**config.mk**
```make
export PLATFORM = sky130hd
export DESIGN_NAME = sector_interleave_sequencer
export DESIGN_NICKNAME = d
export VERILOG_FILES = /design/src/sis_pkg.sv /design/src/sis_cfg_regs.sv /design/src/sis_mod_unit.sv /design/src/sis_core.sv /design/src/sector_interleave_sequencer.sv
export SDC_FILE = /design/constraint.sdc
export NUM_CORES = 1
export LEC_CHECK = 0
export BUFFER_PORTS_ARGS = -buffer_cell sky130_fd_sc_hd__buf_2
export CAP_MARGIN = 25
export CELL_PAD_IN_SITES_DETAIL_PLACEMENT = 0
export CELL_PAD_IN_SITES_GLOBAL_PLACEMENT = 1
export CORE_ASPECT_RATIO = 0.8
export CORE_UTILIZATION = 54
export CTS_BUF_LIST = sky130_fd_sc_hd__clkbuf_4
export DETAILED_ROUTE_END_ITERATION = 10
export PLACE_DENSITY_LB_ADDON = 0.1
export SLEW_MARGIN = 20
export SYNTH_ARGS = -nofsm -noshare
export SYNTH_HDL_FRONTEND = slang
export SYNTH_SLANG_ARGS = --single-unit
```
**constraint.sdc**
```tcl
create_clock -name clk -period 12.3 [get_ports clk]
set_clock_uncertainty 0.1 [all_clocks]
set_input_delay 1.845 -clock clk [delete_from_list [all_inputs] [get_ports clk]]
set_output_delay 1.845 -clock clk [all_outputs]
set_load 0.01 [all_outputs]
```
**src/sis_pkg.sv**
```systemverilog
package sis_pkg;

  // default depth of the used-sector map
  localparam int MAX_SECTORS_DEF = 64;
  // head count clamp for the block address
  localparam int MAX_HEADS = 16;

  // configuration port
  localparam int CFG_ADDR_W = 4;
  localparam int CFG_DATA_W = 32;

  // register reset values
  localparam logic [6:0] SPT_RST   = 7'd17;
  localparam logic [5:0] STEP_RST  = 6'd1;
  localparam logic [5:0] SKEW_RST  = 6'd0;
  localparam logic [4:0] HEADS_RST = 5'd4;

  // stream payload widths
  localparam int IN_DATA_W  = 16;
  localparam int IN_USER_W  = 2;
  localparam int OUT_DATA_W = 32;

  // operation codes
  typedef enum logic [1:0] {
    OP_NEW_CYL   = 2'd0,
    OP_NEW_TRACK = 2'd1,
    OP_ADVANCE   = 2'd2
  } op_t;

  // register indexes
  typedef enum logic [1:0] {
    REG_SPT   = 2'd0,
    REG_STEP  = 2'd1,
    REG_SKEW  = 2'd2,
    REG_HEADS = 2'd3
  } reg_idx_t;

  typedef struct packed {
    logic [6:0] sectors_per_track;
    logic [5:0] sector_step;
    logic [5:0] track_skew;
    logic [4:0] heads_per_cylinder;
  } cfg_t;

  // sector index width
  function automatic int sec_w(int max_sec);
    return $clog2(max_sec);
  endfunction

  // width that holds a count up to the map depth
  function automatic int cnt_w(int max_sec);
    return $clog2(max_sec + 1);
  endfunction

  // dividend width of the remainder unit: a sector index plus a 6-bit distance
  function automatic int dvd_w(int max_sec);
    return (($clog2(max_sec) > 6) ? $clog2(max_sec) : 6) + 1;
  endfunction

endpackage

```
**src/sis_cfg_regs.sv**
```systemverilog
module sis_cfg_regs (
  input  logic                              clk,
  input  logic                              rst,
  input  logic                              psel,
  input  logic                              penable,
  input  logic                              pwrite,
  input  logic [sis_pkg::CFG_ADDR_W-1:0]    paddr,
  input  logic [sis_pkg::CFG_DATA_W-1:0]    pwdata,
  output logic [sis_pkg::CFG_DATA_W-1:0]    prdata,
  output logic                              pready,
  output sis_pkg::cfg_t                     cfg
);
  import sis_pkg::*;

  logic     wr_en;
  reg_idx_t idx;

  assign pready = 1'b1;
  assign wr_en  = psel & penable & pwrite & pready;
  assign idx    = reg_idx_t'(paddr[3:2]);

  // register writes
  always_ff @(posedge clk) begin
    if (rst) begin
      cfg.sectors_per_track  <= SPT_RST;
      cfg.sector_step        <= STEP_RST;
      cfg.track_skew         <= SKEW_RST;
      cfg.heads_per_cylinder <= HEADS_RST;
    end else if (wr_en) begin
      unique case (idx)
        REG_SPT:   cfg.sectors_per_track  <= pwdata[6:0];
        REG_STEP:  cfg.sector_step        <= pwdata[5:0];
        REG_SKEW:  cfg.track_skew         <= pwdata[5:0];
        REG_HEADS: cfg.heads_per_cylinder <= pwdata[4:0];
      endcase
    end
  end

  // read back
  always_comb begin
    unique case (idx)
      REG_SPT:   prdata = CFG_DATA_W'(cfg.sectors_per_track);
      REG_STEP:  prdata = CFG_DATA_W'(cfg.sector_step);
      REG_SKEW:  prdata = CFG_DATA_W'(cfg.track_skew);
      REG_HEADS: prdata = CFG_DATA_W'(cfg.heads_per_cylinder);
    endcase
  end

endmodule

```
**src/sis_mod_unit.sv**
```systemverilog
module sis_mod_unit #(
  parameter int MAX_SECTORS = sis_pkg::MAX_SECTORS_DEF
) (
  input  logic                                       clk,
  input  logic                                       rst,
  input  logic                                       start,
  input  logic [sis_pkg::dvd_w(MAX_SECTORS)-1:0]     dividend,
  input  logic [sis_pkg::cnt_w(MAX_SECTORS)-1:0]     divisor,
  output logic                                       done,
  output logic [sis_pkg::sec_w(MAX_SECTORS)-1:0]     result
);
  import sis_pkg::*;

  localparam int SW   = sec_w(MAX_SECTORS);
  localparam int CW   = cnt_w(MAX_SECTORS);
  localparam int DW   = dvd_w(MAX_SECTORS);
  localparam int CNTW = $clog2(DW + 1);

  logic            busy;
  logic [CNTW-1:0] cnt;
  logic [CW-1:0]   rem;
  logic [DW-1:0]   dvd;
  logic [CW-1:0]   dvs;
  logic [CW:0]     trial;
  logic [CW:0]     diff;
  logic [CW-1:0]   rem_step;

  // one restoring step: shift in a dividend bit, subtract the divisor if it fits
  always_comb begin
    trial    = {rem, dvd[DW-1]};
    diff     = trial - {1'b0, dvs};
    rem_step = (trial >= {1'b0, dvs}) ? diff[CW-1:0] : trial[CW-1:0];
  end

  // step counter and completion pulse
  always_ff @(posedge clk) begin
    if (rst) begin
      busy <= 1'b0;
      done <= 1'b0;
      cnt  <= '0;
    end else begin
      done <= 1'b0;
      if (start) begin
        busy <= 1'b1;
        cnt  <= CNTW'(DW);
      end else if (busy) begin
        cnt <= cnt - CNTW'(1);
        if (cnt == CNTW'(1)) begin
          busy <= 1'b0;
          done <= 1'b1;
        end
      end
    end
  end

  // remainder datapath
  always_ff @(posedge clk) begin
    if (start) begin
      rem <= '0;
      dvd <= dividend;
      dvs <= divisor;
    end else if (busy) begin
      rem <= rem_step;
      dvd <= {dvd[DW-2:0], 1'b0};
    end
  end

  assign result = rem[SW-1:0];

endmodule

```
**src/sis_core.sv**
```systemverilog
module sis_core #(
  parameter int MAX_SECTORS = sis_pkg::MAX_SECTORS_DEF
) (
  input  logic                                       clk,
  input  logic                                       rst,
  input  sis_pkg::cfg_t                              cfg,
  input  logic                                       s_tvalid,
  output logic                                       s_tready,
  input  logic [sis_pkg::IN_DATA_W-1:0]              s_tdata,
  input  logic [sis_pkg::IN_USER_W-1:0]              s_tuser,
  output logic                                       m_tvalid,
  input  logic                                       m_tready,
  output logic [sis_pkg::OUT_DATA_W-1:0]             m_tdata,
  output logic                                       m_tlast,
  output logic                                       mod_start,
  output logic [sis_pkg::dvd_w(MAX_SECTORS)-1:0]     mod_dividend,
  output logic [sis_pkg::cnt_w(MAX_SECTORS)-1:0]     mod_divisor,
  input  logic                                       mod_done,
  input  logic [sis_pkg::sec_w(MAX_SECTORS)-1:0]     mod_result
);
  import sis_pkg::*;

  localparam int SW = sec_w(MAX_SECTORS);
  localparam int CW = cnt_w(MAX_SECTORS);
  localparam int DW = dvd_w(MAX_SECTORS);
  localparam int PW = 18;
  localparam int MW = 32;

  typedef enum logic [7:0] {
    S_IDLE  = 8'b00000001,
    S_CUR   = 8'b00000010,
    S_NEXT  = 8'b00000100,
    S_PROBE = 8'b00001000,
    S_MUL_A = 8'b00010000,
    S_MUL_B = 8'b00100000,
    S_OUT   = 8'b01000000,
    S_CLEAR = 8'b10000000
  } state_t;

  state_t                 state;
  logic                   used_mem [MAX_SECTORS];
  logic                   used_rd;
  logic [SW-1:0]          clr_addr;
  logic [CW-1:0]          used_total;
  logic [SW-1:0]          sector_now;
  logic [SW-1:0]          track_first;
  op_t                    op_r;
  logic [11:0]            cyl_r;
  logic [3:0]             head_r;
  logic [SW-1:0]          cur_r;
  logic [CW-1:0]          probe_k;
  logic [PW-1:0]          prod_a;
  logic [21:0]            lba_r;

  logic          accept;
  op_t           op_in;
  logic [CW-1:0] n;
  logic [4:0]    heads_eff;
  logic [CW-1:0] total_inc;
  logic [CW-1:0] cur_plus;
  logic [SW-1:0] cur_wrap;
  logic          mem_we;
  logic [SW-1:0] mem_waddr;
  logic          mem_wdata;
  logic [SW-1:0] mem_raddr;

  assign s_tready = (state == S_IDLE);
  assign accept   = s_tvalid & s_tready;
  assign op_in    = op_t'(s_tuser);

  // effective sector and head counts
  always_comb begin
    if (cfg.sectors_per_track == 7'd0) begin
      n = CW'(1);
    end else if (32'(cfg.sectors_per_track) > MAX_SECTORS) begin
      n = CW'(MAX_SECTORS);
    end else begin
      n = CW'(cfg.sectors_per_track);
    end
    heads_eff = (32'(cfg.heads_per_cylinder) > MAX_HEADS) ? 5'(MAX_HEADS)
                                                         : cfg.heads_per_cylinder;
  end

  assign mod_divisor = n;
  assign total_inc   = (used_total < n) ? used_total + CW'(1) : used_total;
  assign cur_plus    = CW'(cur_r) + CW'(1);
  assign cur_wrap    = (cur_plus == n) ? '0 : cur_plus[SW-1:0];

  // launches of the shared remainder unit
  always_comb begin
    mod_start    = 1'b0;
    mod_dividend = '0;
    if (accept) begin
      if (op_in == OP_NEW_TRACK) begin
        mod_start    = (cfg.track_skew != 6'd0);
        mod_dividend = DW'(track_first);
      end else begin
        mod_start    = 1'b1;
        mod_dividend = DW'(sector_now);
      end
    end else if (state == S_CUR && mod_done) begin
      if (op_r == OP_NEW_TRACK) begin
        mod_start    = 1'b1;
        mod_dividend = DW'(mod_result) + DW'(cfg.track_skew);
      end else if (op_r == OP_ADVANCE && total_inc < n) begin
        mod_start    = 1'b1;
        mod_dividend = DW'(mod_result) + DW'(cfg.sector_step);
      end
    end
  end

  // used map ports: clearing pass, mark on advance, probe read one sector ahead
  always_comb begin
    mem_we    = 1'b0;
    mem_waddr = mod_result;
    mem_wdata = 1'b1;
    if (state == S_CLEAR) begin
      mem_we    = 1'b1;
      mem_waddr = clr_addr;
      mem_wdata = 1'b0;
    end else if (state == S_CUR && mod_done && op_r == OP_ADVANCE) begin
      mem_we = 1'b1;
    end
  end

  assign mem_raddr = (state == S_PROBE) ? cur_wrap : mod_result;

  // used-sector map
  always_ff @(posedge clk) begin
    if (mem_we) begin
      used_mem[mem_waddr] <= mem_wdata;
    end
    used_rd <= used_mem[mem_raddr];
  end

  // sequencer and track state
  always_ff @(posedge clk) begin
    if (rst) begin
      state       <= S_CLEAR;
      clr_addr    <= '0;
      used_total  <= '0;
      sector_now  <= '0;
      track_first <= '0;
      m_tvalid    <= 1'b0;
    end else begin
      // result taken by the receiver
      if (m_tvalid && m_tready && state != S_OUT) begin
        m_tvalid <= 1'b0;
      end
      unique case (state)
        S_IDLE: begin
          if (accept) begin
            op_r   <= op_in;
            cyl_r  <= s_tdata[11:0];
            head_r <= s_tdata[15:12];
            if (op_in == OP_NEW_CYL) begin
              track_first <= '0;
              state       <= S_CUR;
            end else if (op_in == OP_NEW_TRACK) begin
              used_total <= '0;
              if (cfg.track_skew == 6'd0) begin
                sector_now <= '0;
                cur_r      <= '0;
                state      <= S_MUL_A;
              end else begin
                state <= S_CUR;
              end
            end else begin
              state <= S_CUR;
            end
          end
        end
        S_CUR: begin
          if (mod_done) begin
            cur_r <= mod_result;
            if (op_r == OP_NEW_TRACK) begin
              sector_now <= mod_result;
              state      <= S_NEXT;
            end else if (op_r == OP_ADVANCE) begin
              used_total <= total_inc;
              if (total_inc < n) begin
                state <= S_NEXT;
              end else begin
                sector_now <= mod_result;
                state      <= S_MUL_A;
              end
            end else begin
              state <= S_MUL_A;
            end
          end
        end
        S_NEXT: begin
          if (mod_done) begin
            if (op_r == OP_NEW_TRACK) begin
              track_first <= mod_result;
              state       <= S_MUL_A;
            end else begin
              cur_r   <= mod_result;
              probe_k <= '0;
              state   <= S_PROBE;
            end
          end
        end
        // walk forward past used sectors, at most one full turn
        S_PROBE: begin
          if (probe_k < n && used_rd) begin
            cur_r   <= cur_wrap;
            probe_k <= probe_k + CW'(1);
          end else begin
            sector_now <= cur_r;
            state      <= S_MUL_A;
          end
        end
        S_MUL_A: begin
          prod_a <= PW'(cyl_r) * PW'(heads_eff) + PW'(head_r);
          state  <= S_MUL_B;
        end
        S_MUL_B: begin
          lba_r <= 22'(MW'(prod_a) * MW'(n) + MW'(cur_r));
          state <= S_OUT;
        end
        // hand over once the output register is free
        S_OUT: begin
          if (!m_tvalid || m_tready) begin
            m_tvalid <= 1'b1;
            m_tdata  <= {4'd0, lba_r, 6'(cur_r)};
            m_tlast  <= (used_total >= n);
            if (op_r == OP_NEW_TRACK) begin
              clr_addr <= '0;
              state    <= S_CLEAR;
            end else begin
              state <= S_IDLE;
            end
          end
        end
        // clear the whole used map, one entry a cycle
        S_CLEAR: begin
          if (clr_addr == SW'(MAX_SECTORS - 1)) begin
            state <= S_IDLE;
          end else begin
            clr_addr <= clr_addr + SW'(1);
          end
        end
        default: state <= S_IDLE;
      endcase
    end
  end

`ifndef SYNTHESIS
  a_busy_after_accept: assert property (@(posedge clk) disable iff (rst)
    s_tvalid && s_tready |=> !s_tready)
    else $error("input taken while an operation is in flight");

  a_mod_done_expected: assert property (@(posedge clk) disable iff (rst)
    mod_done |-> (state == S_CUR || state == S_NEXT))
    else $error("remainder result with no pass waiting for it");

  a_probe_bound: assert property (@(posedge clk) disable iff (rst)
    state == S_PROBE |-> probe_k <= n)
    else $error("probe ran past one full turn");

  a_cur_range: assert property (@(posedge clk) disable iff (rst)
    state == S_MUL_A |-> CW'(cur_r) < n)
    else $error("selected sector outside the track");

  a_out_held: assert property (@(posedge clk) disable iff (rst)
    state == S_OUT && m_tvalid && !m_tready |=> state == S_OUT)
    else $error("result dropped while output stalled");
`endif

endmodule

```
**src/sector_interleave_sequencer.sv**
```systemverilog
// timing: set by the shared remainder unit (one bit a cycle, 7-bit dividend at 64 sectors) and
//   the used-map probe (one sector a cycle); a new track with zero skew uses neither
// flow: one transaction at a time; the input is ready again as the result is offered,
//   but a new track first runs a clearing pass of the used map
// reset: synchronous active high; registers to defaults, counts and sector cleared at once, then
//   a clearing pass over the used map before the first transaction
module sector_interleave_sequencer #(
  parameter int MAX_SECTORS = sis_pkg::MAX_SECTORS_DEF
) (
  input  logic                              clk,
  input  logic                              rst,
  input  logic                              s_tvalid,
  output logic                              s_tready,
  // cylinder [11:0], head_number [15:12]
  input  logic [sis_pkg::IN_DATA_W-1:0]     s_tdata,
  // operation [1:0]
  input  logic [sis_pkg::IN_USER_W-1:0]     s_tuser,
  output logic                              m_tvalid,
  input  logic                              m_tready,
  // current_sector [5:0], block_address [27:6], zero [31:28]
  output logic [sis_pkg::OUT_DATA_W-1:0]    m_tdata,
  // track_done
  output logic                              m_tlast,
  input  logic                              psel,
  input  logic                              penable,
  input  logic                              pwrite,
  input  logic [sis_pkg::CFG_ADDR_W-1:0]    paddr,
  input  logic [sis_pkg::CFG_DATA_W-1:0]    pwdata,
  output logic [sis_pkg::CFG_DATA_W-1:0]    prdata,
  output logic                              pready
);
  import sis_pkg::*;

  localparam int SW = sec_w(MAX_SECTORS);
  localparam int CW = cnt_w(MAX_SECTORS);
  localparam int DW = dvd_w(MAX_SECTORS);

  cfg_t          cfg;
  logic          mod_start;
  logic [DW-1:0] mod_dividend;
  logic [CW-1:0] mod_divisor;
  logic          mod_done;
  logic [SW-1:0] mod_result;

  // configuration registers
  sis_cfg_regs u_cfg (
    .clk     (clk),
    .rst     (rst),
    .psel    (psel),
    .penable (penable),
    .pwrite  (pwrite),
    .paddr   (paddr),
    .pwdata  (pwdata),
    .prdata  (prdata),
    .pready  (pready),
    .cfg     (cfg)
  );

  // shared remainder unit
  sis_mod_unit #(
    .MAX_SECTORS (MAX_SECTORS)
  ) u_mod (
    .clk      (clk),
    .rst      (rst),
    .start    (mod_start),
    .dividend (mod_dividend),
    .divisor  (mod_divisor),
    .done     (mod_done),
    .result   (mod_result)
  );

  // sequencer, track state and output register
  sis_core #(
    .MAX_SECTORS (MAX_SECTORS)
  ) u_core (
    .clk          (clk),
    .rst          (rst),
    .cfg          (cfg),
    .s_tvalid     (s_tvalid),
    .s_tready     (s_tready),
    .s_tdata      (s_tdata),
    .s_tuser      (s_tuser),
    .m_tvalid     (m_tvalid),
    .m_tready     (m_tready),
    .m_tdata      (m_tdata),
    .m_tlast      (m_tlast),
    .mod_start    (mod_start),
    .mod_dividend (mod_dividend),
    .mod_divisor  (mod_divisor),
    .mod_done     (mod_done),
    .mod_result   (mod_result)
  );

endmodule

```
==> out/qor.log <==
qor: status.outcome completed
qor: global_routing.grt_antenna_before_repair 1
qor: clocking.holdBufCountCts 0
qor: logic_synthesis.ys_top_cells_by_area edfxtp_1 (29%), fa_1 (13%), ha_1 (8.8%)
qor: global_routing.number_of_global_route_vias_before_repair 12780
qor: drt.detail_route.wl_per_cell 17.40 um
qor: logic_synthesis.count_of_flip_flops_with_a_built_in_enable_after_synthesis 178
qor: clocking.cts_root_buf clkbuf_4
qor: clocking.deepest_clock_path_buffer_count 3
qor: die.fp.dieW 207.6 um
qor: worst_setup_path.reg2reg_slack 5.67 ns
qor: timing.layout_worst_path_cycle_share 53.89%
qor: timing.report.final.setup_viol 0
qor: timing.timing.final.hold_violations 0
qor: die.floorplan.initialDensity 55.44%
qor: logic_synthesis.synth.yosys.warnings 0
qor: power_and_ir_drop.irDropWorstVdd 0.00007588 V
qor: clocking.clock_latency 0.75 ns
qor: logic_synthesis.ys_async_sr_fraction 0%
qor: timing.fmaxAchievable 150.9 MHz
qor: worst_setup_path.timing.reg2reg.worst_path_depth 19
qor: worst_setup_path.cp_data_arrival_time 6.93 ns
qor: global_routing.maximum_number_of_pins_on_one_net_before_global_route_repair 65
qor: die.floorplan.rows 59
qor: logic_synthesis.yosys.area.top_type_share 29.28%
qor: clocking.cts_resized 0
qor: die.core 32920 sq um
qor: timing.rsz0062_at_grt false
qor: logic_synthesis.yosys-top-cells-count inv_1 (180), edfxtp_1 (178), nor2_1 (170), and2_1 (129), ha_1 (128)
qor: global_routing.grt_pass1_wl 66610 um
qor: drt.drt_pass1_iterations 5
qor: clocking.post_cts.repair.setup_buffers 0
qor: flow_run.max_cap_violations 0
qor: logic_synthesis.synth.distinct_cells 89
qor: die.dieHeight 166.4 um
qor: placed_design.placement.setup.worst_slack 5.660 ns
qor: worst_setup_path.critical_path.startpoint_type flop
qor: timing.layout_setup_ws 5.671 ns
qor: worst_setup_path.worstReg2RegStart u_cfg.cfg[23]
qor: die.die_area 34540 sq um
qor: logic_synthesis.postSynth.topFlopCell edfxtp_1
qor: worst_setup_path.worstPathMaxFanout 28
qor: drt.first_iter_violations 798
qor: worst_setup_path.setup.worst_path.end_class flop
qor: global_routing.grt_remaining_overflow 0
qor: clocking.clock_sink_count 249
qor: placed_design.io_buffer_count 71
qor: logic_synthesis.synth_largest_area_cell edfxtp_1
qor: drt.drc 0
qor: drt.route.final.wire_length 40740 um
qor: worst_setup_path.timing.critical_path.to u_mod.dvd[1]
qor: timing.timing_worst_slew_pin_value 1.030 ns
qor: clocking.clock_tree.htree_level_count 3
qor: final_layout.post_route_cells_drive_above_1_share 12.33%
qor: timing.timing.max_slew.rel_slack 31.35%
qor: logic_synthesis.syn_avg_cell_area 10.27 sq um
qor: final_layout.final_net_count 2176
qor: drt.route.antenna.remaining_nets 0
qor: timing.setup-tns-final 0 ns
qor: timing.post-route-min-period 6.629 ns
qor: logic_synthesis.synth-seq-area-share 37.07%
qor: timing.maxSlewViolCount 0
qor: logic_synthesis.most_instantiated_library_cell_after_synthesis inv_1
qor: worst_setup_path.worstSetupStartpoint u_cfg.cfg[23]
qor: power_and_ir_drop.power_leakage 8.503 nW
qor: global_routing.gr-usage-all-layers 24.36%
qor: worst_setup_path.worstSetupPathType reg -> reg
qor: worst_setup_path.worst-endpoint-required 12.60 ns
qor: drt.routed_via_density 5.434
qor: placed_design.dp.final_hpwl 29730 um
qor: drt.dr_total_vias 12730
qor: final_layout.syn_to_final_growth 8.514%
qor: logic_synthesis.post_synth_instance_area 18250 sq um
qor: placed_design.gpl.final_weighted_congestion 0.8304
qor: clocking.clk_transition_reported_paths 0.07 ns
qor: clocking.tritoncts built
qor: power_and_ir_drop.power_per_cell_area 125.0 nW/um^2
qor: die.top_level_ports 129
qor: logic_synthesis.synthesis.instances 1778
qor: worst_setup_path.regToRegEndpoint u_mod.dvd[1]
qor: hold_path.path_class_of_the_lowest_slack_min_delay_path reg -> reg
qor: logic_synthesis.number_of_flip_flops_and_latches_in_the_synthesized_netlist 249
qor: clocking.total_cts_buffers 68
-- cell usage in the layout, fill, tap and decap left out, types with 21 or more instances in the layout --
cell / n
inv_1: 180
edfxtp_1: 178
nor2_1: 169
and2_1: 129
ha_1: 128
nand2_1: 127
fa_1: 120
clkbuf_4: 100
buf_2: 71
dfxtp_1: 71
a21oi_1: 69
mux2i_1: 69
xnor2_1: 53
o21ai_0: 41
nand3_1: 35
nor2b_1: 30
conb_1: 30
nor3_1: 25
nand2b_1: 21
-- logic make-up (layout without fill, tap and decap cells) --
kind of cell | Yosys count | after routing | share of synthesized area, %
AOI/OAI and AO/OA | 237 | 237 | 8.761
adders and majority gates | 248 | 248 | 21.94
muxes | 79 | 79 | 4.709
DFF | 249 | 249 | 37.07
other | 2 | 31 | 0.04115
and+or+nand+nor | 609 | 609 | 16.86
buffers and inverters | 279 | 387 | 6.800
xor gates and xnor gates | 75 | 75 | 3.825
-- report_power, final --
part / leakage [nW] / total, mW / internal [mW] / switching [mW]
combinational: 5.76 / 0.624 / 0.242 / 0.382
sequential: 2.19 / 1.02 / 0.951 / 0.0662
clock: 0.553 / 0.836 / 0.476 / 0.360
-- layout make-up --
class	count	area, sq um
multi-input cells	1278	10380
inverters	182	683.2
flip-flops and latches	249	6766
clock buffers	100	750.7
well taps	427	534.3
repair buffers	88	486.7
fillers	2900	13120
clock inverters	17	200.2
diodes	1	2.502
-- how the worst min path moves through the flow --
stage                     startpoint                 end  depth (start not counted)
floorplan            u_core.lba_r[4]  u_core.m_tdata[10]                          0
global placement     u_core.lba_r[8]  u_core.m_tdata[14]                          0
detailed placement   u_core.lba_r[7]  u_core.m_tdata[13]                          0
CTS                  u_core.lba_r[8]  u_core.m_tdata[14]                          0
global route        u_core.lba_r[10]  u_core.m_tdata[16]                          0
finish               u_core.lba_r[0]   u_core.m_tdata[6]                          0
-- worst max-delay path, stage by stage (launching register included) --
cell,delay [ns]
dfxtp_1,0.30
buf_4,0.22
nor2b_1,0.51
buf_4,0.33
inv_1,0.12
ha_1,0.31
a21o_1,0.16
a21o_1,0.20
a211oi_4,0.41
and4_1,0.36
nand3_1,0.12
xnor2_1,0.24
ha_1,0.29
a21o_1,0.17
a21oi_1,0.39
a41oi_2,0.23
nor2_1,0.67
nor2_1,0.20
inv_1,0.55
or2_1,0.38
-- metrics by stage --
stage	total power [mW]	utilization, %	hold WS [ns]	std cells	area (sq um)
floorplan	1.511	-	0.3003	1806	18360
global placement	1.639	57.23	0.3006	2223	18840
detailed placement	1.654	57.26	0.3057	2224	18850
CTS	2.499	60.15	0.3203	2341	19800
global route	2.626	60.16	0.3287	2342	19810
finish	2.477	60.16	0.3044	2342	19810
-- registers in the layout, indices dropped and copies added (netlist names), 6 cells and up --
name	cells
u_core.used_mem	64
u_core.m_tdata	28
u_core.state	8
u_cfg.cfg	24
u_core.cyl_r	12
u_mod.dvd	7
u_core.clr_addr	6
u_core.track_first	6
u_core.sector_now	6
u_core.lba_r	22
u_core.cur_r	6
u_core.prod_a	18
u_mod.dvs	7
u_core.probe_k	7
u_mod.rem	7
u_core.used_total	7
-- routing by layer --
metal | up-vias | global-route usage (%) | wire length, um
li1 | 6203 | - | -
met1 | 6119 | 35.86 | 20260
met2 | 346 | 36.07 | 17400
met3 | 58 | 5.223 | 2388
met4 | 0 | 7.236 | 684
met5 | - | 0 | 0
Power figures use the tool's default switching activity.
